## config.mk

```make
export PLATFORM = sky130hd
export DESIGN_NAME = greedy_disk_cover_selector_core
export DESIGN_NICKNAME = d
export VERILOG_FILES = /design/src/rtl/core/gdc_pkg.sv /design/src/rtl/core/gdc_ram.sv /design/src/rtl/core/gdc_disk_pipe.sv /design/src/rtl/core/greedy_disk_cover_selector_core.sv
export SDC_FILE = /design/constraint.sdc
export NUM_CORES = 2
export LEC_CHECK = 0
export ABC_AREA = 1
export BUFFER_PORTS_ARGS = -buffer_cell sky130_fd_sc_hd__buf_4
export CAP_MARGIN = 30
export CORE_MARGIN = 2
export CORE_UTILIZATION = 30
export DETAILED_ROUTE_END_ITERATION = 7
export PLACE_DENSITY = 0.52
export SYNTH_ARGS = -nofsm -noshare
export SYNTH_HDL_FRONTEND = slang
export SYNTH_HIERARCHICAL = 1
export SYNTH_SLANG_ARGS = --single-unit
export TNS_END_PERCENT = 20
```

## constraint.sdc

```tcl
create_clock -name clk -period 6.6 [get_ports clk]
set_clock_uncertainty 0.2 [all_clocks]
set_input_delay 1.65 -clock clk [delete_from_list [all_inputs] [get_ports clk]]
set_output_delay 1.65 -clock clk [all_outputs]
set_load 0.1 [all_outputs]
```

## src/rtl/core/gdc_pkg.sv

```systemverilog
// ----------------------------------------------------------------------------
// gdc_pkg
// Shared types and constants for the greedy disk cover selector: the point
// store word layout, the sequencer states and the pair check result.
// ----------------------------------------------------------------------------
package gdc_pkg;

	localparam int COORD_W    = 10;
	localparam int RADIUS_W   = 21;
	localparam int DIST_W     = 21;
	localparam int SQ_W       = 2 * COORD_W;
	localparam int WORD_W     = 1 + 2 * COORD_W;
	localparam int INDEX_W    = 6;
	localparam int SITES_W    = 7;
	localparam int RESULT_CAP = 64;

	localparam logic [RADIUS_W-1:0] RADIUS_RESET = 21'd10000;

	// Point store word: covered flag on top, then x, then y.
	typedef struct packed {
		logic               covered;
		logic [COORD_W-1:0] x;
		logic [COORD_W-1:0] y;
	} point_word_t;

	typedef enum logic [2:0] {
		ST_LOAD,
		ST_FETCH,
		ST_SITE,
		ST_SCAN,
		ST_DRAIN,
		ST_EMIT
	} state_t;

	// Result of one pair check leaving the distance pipeline.
	typedef struct packed {
		logic               vld;
		logic               hit;
		logic               busy;
		logic [COORD_W-1:0] x;
		logic [COORD_W-1:0] y;
	} pair_res_t;

endpackage

```

## src/rtl/core/gdc_ram.sv

```systemverilog
// ----------------------------------------------------------------------------
// gdc_ram
// Generic single-clock RAM with one write port and one registered read port.
// ----------------------------------------------------------------------------
module gdc_ram #(
	parameter int WIDTH = 21,
	parameter int DEPTH = 64
) (
	input  logic                     clk,
	input  logic                     we,
	input  logic [$clog2(DEPTH)-1:0] waddr,
	input  logic [WIDTH-1:0]         wdata,
	input  logic [$clog2(DEPTH)-1:0] raddr,
	output logic [WIDTH-1:0]         rdata
);

	logic [WIDTH-1:0] mem [DEPTH];

	always_ff @(posedge clk) begin
		if (we) begin
			mem[waddr] <= wdata;
		end
		rdata <= mem[raddr];
	end

endmodule

```

## src/rtl/core/gdc_disk_pipe.sv

```systemverilog
// ----------------------------------------------------------------------------
// gdc_disk_pipe
// Three-stage pair check: absolute differences, squares, then the sum is
// compared against the radius. A point always lies in its own disk.
// ----------------------------------------------------------------------------
module gdc_disk_pipe #(
	parameter int IDX_W = 6
) (
	input  logic                              clk,
	input  logic                              arst_n,
	input  logic                              iss_vld,
	input  logic [IDX_W-1:0]                  iss_idx,
	input  gdc_pkg::point_word_t              rd_word,
	input  logic [gdc_pkg::COORD_W-1:0]       site_x,
	input  logic [gdc_pkg::COORD_W-1:0]       site_y,
	input  logic [IDX_W-1:0]                  site_idx,
	input  logic [gdc_pkg::RADIUS_W-1:0]      radius,
	output gdc_pkg::pair_res_t                res,
	output logic [IDX_W-1:0]                  res_idx
);

	logic                          vld_s1, vld_s2, vld_s3;
	logic [IDX_W-1:0]              idx_s1, idx_s2, idx_s3;
	logic [gdc_pkg::COORD_W-1:0]   dx_s2, dy_s2, x_s2, y_s2, x_s3, y_s3;
	logic                          unc_s2, self_s2, unc_s3, self_s3;
	logic [gdc_pkg::SQ_W-1:0]      sqx_s3, sqy_s3;
	logic [gdc_pkg::COORD_W-1:0]   dx, dy;
	logic [gdc_pkg::DIST_W-1:0]    dist_sq;

	assign dx = (rd_word.x > site_x) ? rd_word.x - site_x : site_x - rd_word.x;
	assign dy = (rd_word.y > site_y) ? rd_word.y - site_y : site_y - rd_word.y;

	always_ff @(posedge clk or negedge arst_n) begin
		if (!arst_n) begin
			vld_s1 <= 1'b0;
			vld_s2 <= 1'b0;
			vld_s3 <= 1'b0;
		end else begin
			vld_s1 <= iss_vld;
			vld_s2 <= vld_s1;
			vld_s3 <= vld_s2;
		end
	end

	always_ff @(posedge clk) begin
		idx_s1  <= iss_idx;
		dx_s2   <= dx;
		dy_s2   <= dy;
		x_s2    <= rd_word.x;
		y_s2    <= rd_word.y;
		unc_s2  <= ~rd_word.covered;
		self_s2 <= (idx_s1 == site_idx);
		idx_s2  <= idx_s1;
		sqx_s3  <= dx_s2 * dx_s2;
		sqy_s3  <= dy_s2 * dy_s2;
		x_s3    <= x_s2;
		y_s3    <= y_s2;
		unc_s3  <= unc_s2;
		self_s3 <= self_s2;
		idx_s3  <= idx_s2;
	end

	assign dist_sq  = {1'b0, sqx_s3} + {1'b0, sqy_s3};
	assign res.vld  = vld_s3;
	assign res.hit  = vld_s3 & unc_s3 & (self_s3 | (dist_sq < radius));
	assign res.busy = vld_s1 | vld_s2 | vld_s3;
	assign res.x    = x_s3;
	assign res.y    = y_s3;
	assign res_idx  = idx_s3;

endmodule

```

## src/rtl/core/greedy_disk_cover_selector_core.sv

```systemverilog
// ----------------------------------------------------------------------------
// greedy_disk_cover_selector_core
// Greedy unit-disk cover: loads a set of points, then picks transmitter
// sites one by one until every point of the set is covered.
// ----------------------------------------------------------------------------
// Usage. Points arrive on the input channel (in_valid/in_ready), one beat
// per point; the beat with last_point set closes the set and starts the
// selection. Points past MAX_POINTS are dropped, but a closing beat still
// starts the selection. Inputs are taken one per cycle while loading.
// Each chosen site leaves on the output channel (out_valid/out_ready) as one
// beat, with last_site set on the final one; at most 64 beats per set.
// Each choice scans every candidate row, each row being a site fetch, one
// store read per point held and a pipeline drain, and then one marking row.
// The single read port of the point store makes the rows run one by one.
// The output is a register: while a site waits to be taken the next choice
// is already computed, and the sequencer pauses only when a second site is
// ready before the first has gone. After the final site the block takes the
// next set's points at once, even if that site is still waiting.
// Reset empties the set and restores the radius to its reset value; the
// point store needs no clearing, as each entry is rewritten as it loads.
// The radius register is written through cfg_wen/cfg_wdata; the user must write it only while idle (not enforced).
// ----------------------------------------------------------------------------
module greedy_disk_cover_selector_core #(
	parameter int MAX_POINTS = 64
) (
	input  logic                              clk,
	input  logic                              arst_n,
	input  logic                              cfg_wen,
	input  logic [gdc_pkg::RADIUS_W-1:0]      cfg_wdata,
	input  logic                              in_valid,
	output logic                              in_ready,
	input  logic [gdc_pkg::COORD_W-1:0]       x_coord,
	input  logic [gdc_pkg::COORD_W-1:0]       y_coord,
	input  logic                              last_point,
	output logic                              out_valid,
	input  logic                              out_ready,
	output logic [gdc_pkg::INDEX_W-1:0]       chosen_index,
	output logic [gdc_pkg::SITES_W-1:0]       sites_so_far,
	output logic                              last_site
);

	localparam int IDX_W = $clog2(MAX_POINTS);
	localparam int CNT_W = $clog2(MAX_POINTS + 1);

	gdc_pkg::state_t state_q, state_d;

	// Set bookkeeping.
	logic [CNT_W-1:0]                 loaded_q, n_q, count_q, best_cnt_q, covered_q;
	logic [IDX_W-1:0]                 last_idx_q, row_q, j_q, best_q;
	logic                             mark_q, emit_last_q;
	logic [gdc_pkg::SITES_W-1:0]      sites_q;
	logic [gdc_pkg::COORD_W-1:0]      site_x_q, site_y_q;
	logic [gdc_pkg::RADIUS_W-1:0]     radius_q;

	// Output register.
	logic                             out_valid_q, out_last_q;
	logic [gdc_pkg::INDEX_W-1:0]      out_index_q;
	logic [gdc_pkg::SITES_W-1:0]      out_sites_q;

	// Store access.
	logic                             ram_we;
	logic [IDX_W-1:0]                 ram_waddr, ram_raddr;
	gdc_pkg::point_word_t             ram_wdata, ram_rdata;
	logic                             iss_vld;
	logic [IDX_W-1:0]                 site_idx, res_idx;
	gdc_pkg::pair_res_t               res;

	logic                             in_fire, store_room, out_free;
	logic [CNT_W-1:0]                 n_next, new_total;

	assign in_fire    = in_valid & in_ready;
	assign store_room = (loaded_q < CNT_W'(MAX_POINTS));
	assign n_next     = loaded_q + CNT_W'(store_room);
	assign out_free   = ~out_valid_q | out_ready;
	assign site_idx   = mark_q ? best_q : row_q;
	assign new_total  = covered_q + count_q;

	gdc_ram #(
		.WIDTH(gdc_pkg::WORD_W),
		.DEPTH(MAX_POINTS)
	) u_store (
		.clk  (clk),
		.we   (ram_we),
		.waddr(ram_waddr),
		.wdata(ram_wdata),
		.raddr(ram_raddr),
		.rdata(ram_rdata)
	);

	gdc_disk_pipe #(
		.IDX_W(IDX_W)
	) u_pipe (
		.clk     (clk),
		.arst_n  (arst_n),
		.iss_vld (iss_vld),
		.iss_idx (j_q),
		.rd_word (ram_rdata),
		.site_x  (site_x_q),
		.site_y  (site_y_q),
		.site_idx(site_idx),
		.radius  (radius_q),
		.res     (res),
		.res_idx (res_idx)
	);

	// Next state and store port control.
	always_comb begin
		state_d   = state_q;
		in_ready  = 1'b0;
		iss_vld   = 1'b0;
		ram_raddr = j_q;
		ram_we    = 1'b0;
		ram_waddr = res_idx;
		ram_wdata = '{covered: 1'b1, x: res.x, y: res.y};
		case (state_q)
			gdc_pkg::ST_LOAD: begin
				in_ready  = 1'b1;
				ram_we    = in_fire & store_room;
				ram_waddr = loaded_q[IDX_W-1:0];
				ram_wdata = '{covered: 1'b0, x: x_coord, y: y_coord};
				if (in_fire && last_point) begin
					state_d = gdc_pkg::ST_FETCH;
				end
			end
			gdc_pkg::ST_FETCH: begin
				ram_raddr = site_idx;
				state_d   = gdc_pkg::ST_SITE;
			end
			gdc_pkg::ST_SITE: begin
				state_d = gdc_pkg::ST_SCAN;
			end
			gdc_pkg::ST_SCAN: begin
				iss_vld = 1'b1;
				ram_we  = mark_q & res.hit;
				if (j_q == last_idx_q) begin
					state_d = gdc_pkg::ST_DRAIN;
				end
			end
			gdc_pkg::ST_DRAIN: begin
				ram_we = mark_q & res.hit;
				if (!res.busy) begin
					if (mark_q) begin
						state_d = gdc_pkg::ST_EMIT;
					end else begin
						state_d = gdc_pkg::ST_FETCH;
					end
				end
			end
			gdc_pkg::ST_EMIT: begin
				if (out_free) begin
					state_d = emit_last_q ? gdc_pkg::ST_LOAD : gdc_pkg::ST_FETCH;
				end
			end
			default: begin
				state_d = gdc_pkg::ST_LOAD;
			end
		endcase
	end

	always_ff @(posedge clk or negedge arst_n) begin
		if (!arst_n) begin
			state_q <= gdc_pkg::ST_LOAD;
		end else begin
			state_q <= state_d;
		end
	end

	// Sequencer registers.
	always_ff @(posedge clk or negedge arst_n) begin
		if (!arst_n) begin
			loaded_q    <= '0;
			n_q         <= '0;
			last_idx_q  <= '0;
			row_q       <= '0;
			j_q         <= '0;
			best_q      <= '0;
			best_cnt_q  <= '0;
			count_q     <= '0;
			covered_q   <= '0;
			mark_q      <= 1'b0;
			emit_last_q <= 1'b0;
			sites_q     <= '0;
			radius_q    <= gdc_pkg::RADIUS_RESET;
			out_valid_q <= 1'b0;
		end else begin
			if (cfg_wen) begin
				radius_q <= cfg_wdata;
			end
			// A new site refills the output register in the cycle the
			// waiting beat leaves, so valid stays high across the swap.
			if (state_q == gdc_pkg::ST_EMIT && out_free) begin
				out_valid_q <= 1'b1;
			end else if (out_valid_q && out_ready) begin
				out_valid_q <= 1'b0;
			end
			if (res.hit) begin
				count_q <= count_q + CNT_W'(1);
			end
			case (state_q)
				gdc_pkg::ST_LOAD: begin
					if (in_fire) begin
						if (last_point) begin
							n_q        <= n_next;
							last_idx_q <= IDX_W'(n_next - CNT_W'(1));
							loaded_q   <= '0;
							row_q      <= '0;
							mark_q     <= 1'b0;
							best_q     <= '0;
							best_cnt_q <= '0;
							covered_q  <= '0;
							sites_q    <= '0;
						end else begin
							loaded_q <= n_next;
						end
					end
				end
				gdc_pkg::ST_FETCH: begin
					count_q <= '0;
				end
				gdc_pkg::ST_SITE: begin
					j_q <= '0;
				end
				gdc_pkg::ST_SCAN: begin
					j_q <= j_q + IDX_W'(1);
				end
				gdc_pkg::ST_DRAIN: begin
					if (!res.busy) begin
						if (mark_q) begin
							covered_q   <= new_total;
							sites_q     <= sites_q + gdc_pkg::SITES_W'(1);
							emit_last_q <= (new_total == n_q) ||
							               (sites_q + gdc_pkg::SITES_W'(1) ==
							                gdc_pkg::SITES_W'(gdc_pkg::RESULT_CAP));
						end else begin
							// Strictly greater: the lowest index wins a tie.
							if (count_q > best_cnt_q) begin
								best_q     <= row_q;
								best_cnt_q <= count_q;
							end
							if (row_q == last_idx_q) begin
								mark_q <= 1'b1;
							end else begin
								row_q <= row_q + IDX_W'(1);
							end
						end
					end
				end
				gdc_pkg::ST_EMIT: begin
					if (out_free) begin
						row_q       <= '0;
						mark_q      <= 1'b0;
						best_q      <= '0;
						best_cnt_q  <= '0;
					end
				end
				default: begin
				end
			endcase
		end
	end

	// Payload registers.
	always_ff @(posedge clk) begin
		if (state_q == gdc_pkg::ST_SITE) begin
			site_x_q <= ram_rdata.x;
			site_y_q <= ram_rdata.y;
		end
		if (state_q == gdc_pkg::ST_EMIT && out_free) begin
			out_index_q <= gdc_pkg::INDEX_W'(best_q);
			out_sites_q <= sites_q;
			out_last_q  <= emit_last_q;
		end
	end

	assign out_valid    = out_valid_q;
	assign chosen_index = out_index_q;
	assign sites_so_far = out_sites_q;
	assign last_site    = out_last_q;

	// Covered total never runs past the number of points held.
	a_covered_bound: assert property (@(posedge clk) disable iff (!arst_n)
		(state_q != gdc_pkg::ST_LOAD) |-> (covered_q <= n_q))
		else $error("covered total exceeds the set size");

	// Every chosen site covers at least one new point.
	a_progress: assert property (@(posedge clk) disable iff (!arst_n)
		(state_q == gdc_pkg::ST_DRAIN && mark_q && !res.busy) |-> (count_q != '0))
		else $error("chosen site covers no new point");

	// Marking writes only land on points of the current set.
	a_mark_range: assert property (@(posedge clk) disable iff (!arst_n)
		(ram_we && state_q != gdc_pkg::ST_LOAD) |-> (mark_q && ram_waddr <= last_idx_q))
		else $error("store write outside the marking pass");

	// A new choice is never dropped onto a waiting beat.
	a_no_overrun: assert property (@(posedge clk) disable iff (!arst_n)
		(out_valid_q && !out_ready) |=> out_valid_q && $stable(out_sites_q))
		else $error("output beat overwritten before it was taken");

	// The site count stays within the result cap.
	a_sites_cap: assert property (@(posedge clk) disable iff (!arst_n)
		sites_q <= gdc_pkg::SITES_W'(gdc_pkg::RESULT_CAP))
		else $error("site count beyond result cap");

endmodule

```

==> impl_metrics.py <==
metrics = {
    "floorplan": {
        "die_area_mm2": 0.248,
        "dieWidth_um": 498,
        "initial_core_util_pct": 30.2,
        "fp.coreArea_mm2": 0.243,
        "rows": 181,
        "die_h_um": 498,
        "ios": 63,
    },
    "min_path": {
        "holdCritPathClass": "reg2reg",
    },
    "clock_tree": {
        "clkTransAtPathRegs_ns": 0.06,
        "cts.sinks": 1615,
        "root_buffer": "clkbuf_16",
        "hold_buffers": 0,
        "post-cts-setup-buffer-count": 0,
        "cts_tree": "yes",
        "clk_latency_ns": 0.83,
        "cts_buffers": 173,
        "htree_levels": 4,
        "clockBufferDepth": 3,
        "post_cts_resized": 0,
    },
    "grt": {
        "gr-usage-all-layers_pct": 16.3,
        "grt_antenna_before_repair": 8,
        "grt.overflow.total": 0,
        "grt_max_degree": 177,
        "grt_pass1_vias": 48200,
        "grt_first_pass_wirelength_um": 310000,
    },
    "place": {
        "gp_congestion": 0.875,
        "io_buffer_count": 62,
        "dpl.hpwl_um": 125000,
    },
    "synth": {
        "syn-cell-area_mm2": 0.0734,
        "syn-instance-count": 6962,
        "ys_warn_count": 6,
        "syn_nets": 7300,
        "postSynthAreaPerCell_um2": 10.5,
    },
    "critical_path": {
        "endpoint_kind": "register",
        "path_max_fanout": 21,
        "crit_path_start_kind": "register",
        "critPathKind": "reg2reg",
        "cp.arrival_ns": 5.48,
        "critPathRequiredTime_ns": 6.89,
    },
    "detailed_routing": {
        "postRouteAntennaNets": 0,
        "first_iter_violations": 4701,
        "routed_wl_um": 206000,
        "first_pass_iters": 6,
        "drc": 0,
        "vias_per_cell": 4.80,
        "via_count": 49700,
        "drt-wirelength-per-cell_um": 19.9,
    },
    "sta": {
        "layout_min_cycle_time_ns": 5.19,
        "tightest_slew_ns": 1.09,
        "finalSetupTns_ns": 0,
        "fin_crit_sh_pct": 78.7,
        "rsz0062_at_grt": "no",
        "fmax_mhz": 193,
        "finalSetupViolations": 0,
        "slew_viol_final": 0,
        "maxSlewHeadroom_pct": 27.0,
        "hold_violations": 0,
    },
    "cells_and_area": {
        "post_route_cells_drive_above_1_share_pct": 8.88,
        "nets": 7340,
        "area_growth_pct": 14.2,
    },
    "status": {
        "status": "finished clean",
    },
    "flow_run": {
        "maxCapViolCount": 0,
    },
}
[routing by layer]
layer  GRT usage (%)  wire length (µm)  part of all wire [%]  vias to the layer above
met5               0                 0                     0                        -
met3            2.36             12000                   5.8                      289
li1                -                 -                     -                    23700
met2            25.4             93100                    45                     1406
met1            23.0             93300                    45                    24300
met4            5.75              7170                   3.5                        0
[sequential cells by signal, indices dropped and copies added, names as in the netlist, 10 cells and up]
| name | count |
|---|---|
| radius_q | 21 |
| u_pipe/sqy_s3 | 19 |
| site_y_q | 10 |
| u_pipe/dx_s2 | 10 |
| u_pipe/x_s3 | 10 |
| u_store/mem | 1344 |
| u_pipe/sqx_s3 | 19 |
| u_pipe/x_s2 | 10 |
| u_store/rdata | 21 |
| u_pipe/y_s3 | 10 |
| u_pipe/y_s2 | 10 |
| site_x_q | 10 |
| u_pipe/dy_s2 | 10 |
[worst max-delay path: stages (launching register included)]
cell,delay (ns)
dfxtp_1,0.30
ha_1,0.35
a21oi_1,0.20
nor2_1,0.06
nor2_1,0.10
nand2_1,0.11
nand3_1,0.12
nand2_1,0.08
nand2_1,0.07
nand2_1,0.07
ha_1,0.29
a21oi_1,0.14
o21ai_0,0.09
nor2_1,0.16
nand3_1,0.18
a21oi_1,0.46
o211ai_1,0.28
o21ai_0,0.15
buf_4,0.23
nand4_1,0.47
nor4_2,0.35
buf_4,0.37
[layout make-up]
cell class	instances	area, µm²
flip-flops and latches	1615	46600
clock inverters	94	1200
diodes	3	7.51
multi-input cells	4546	23600
clock buffers	229	4750
fillers	24300	159000
repair buffers	209	1890
inverters	457	1740
well taps	3202	4010
[metrics by stage]
step | util [%] | hold WS, ns | worst slack [ns] | instances | instance area [µm²]
2_1_floorplan | - | 0.110 | 0.917 | 6962 | 73400
3_3_place_gp | 31.9 | 0.114 | 1.32 | 10000 | 77600
3_5_place_dp | 32.0 | 0.112 | 1.37 | 10000 | 77800
4_1_cts | 34.4 | 0.102 | 1.29 | 10400 | 83700
5_1_grt | 34.4 | 0.110 | 0.916 | 10400 | 83800
6_report | 34.4 | 0.102 | 1.41 | 10400 | 83800
[placed cells by master (no fill, tap or decap), types with 15 or more instances in the layout]
| cell | instances |
|---|---|
| bufinv_16 | 19 |
| clkbuf_1 | 38 |
| buf_4 | 185 |
| inv_1 | 443 |
| edfxtp_1 | 1378 |
| nor2_2 | 59 |
| clkbuf_16 | 176 |
| xor2_1 | 58 |
| nand4_1 | 26 |
| buf_12 | 21 |
| clkinv_2 | 29 |
| nand3_1 | 1257 |
| clkbuf_8 | 15 |
| ha_1 | 192 |
| nand2_1 | 2363 |
| dfxtp_1 | 141 |
| nor2_1 | 128 |
| nand2_2 | 27 |
| dfrtp_1 | 91 |
| o21ai_0 | 57 |
| xnor2_1 | 17 |
| clkinv_1 | 26 |
| mux2_2 | 21 |
| fa_1 | 99 |
| a21oi_1 | 96 |
[worst paths after layout]
check / cells after the start / slack, ns / end / start
worst max register to register: 21 / 1.41 / u_store/mem[51][12]$_DFFE_PP_ / u_pipe/sqx_s3[5]$_DFF_P_
max in group asynchronous: 2 / 4.37 / radius_q[15]$_DFFE_PN0P_ / arst_n
worst min register to register: 0 / 0.10 / u_pipe/res_idx[1]$_DFF_P_ / u_pipe/idx_s2[1]$_DFF_P_
worst max-delay path: 21 / 1.41 / u_store/mem[51][12]$_DFFE_PP_ / u_pipe/sqx_s3[5]$_DFF_P_
worst min-delay path: 0 / 0.10 / u_pipe/res_idx[1]$_DFF_P_ / u_pipe/idx_s2[1]$_DFF_P_
min in group asynchronous: 1 / 0.60 / count_q[3]$_DFFE_PN0P_ / arst_n
Power is not shown: default switching activity piles up to over one toggle a cycle in this logic, so the estimate is an artifact.
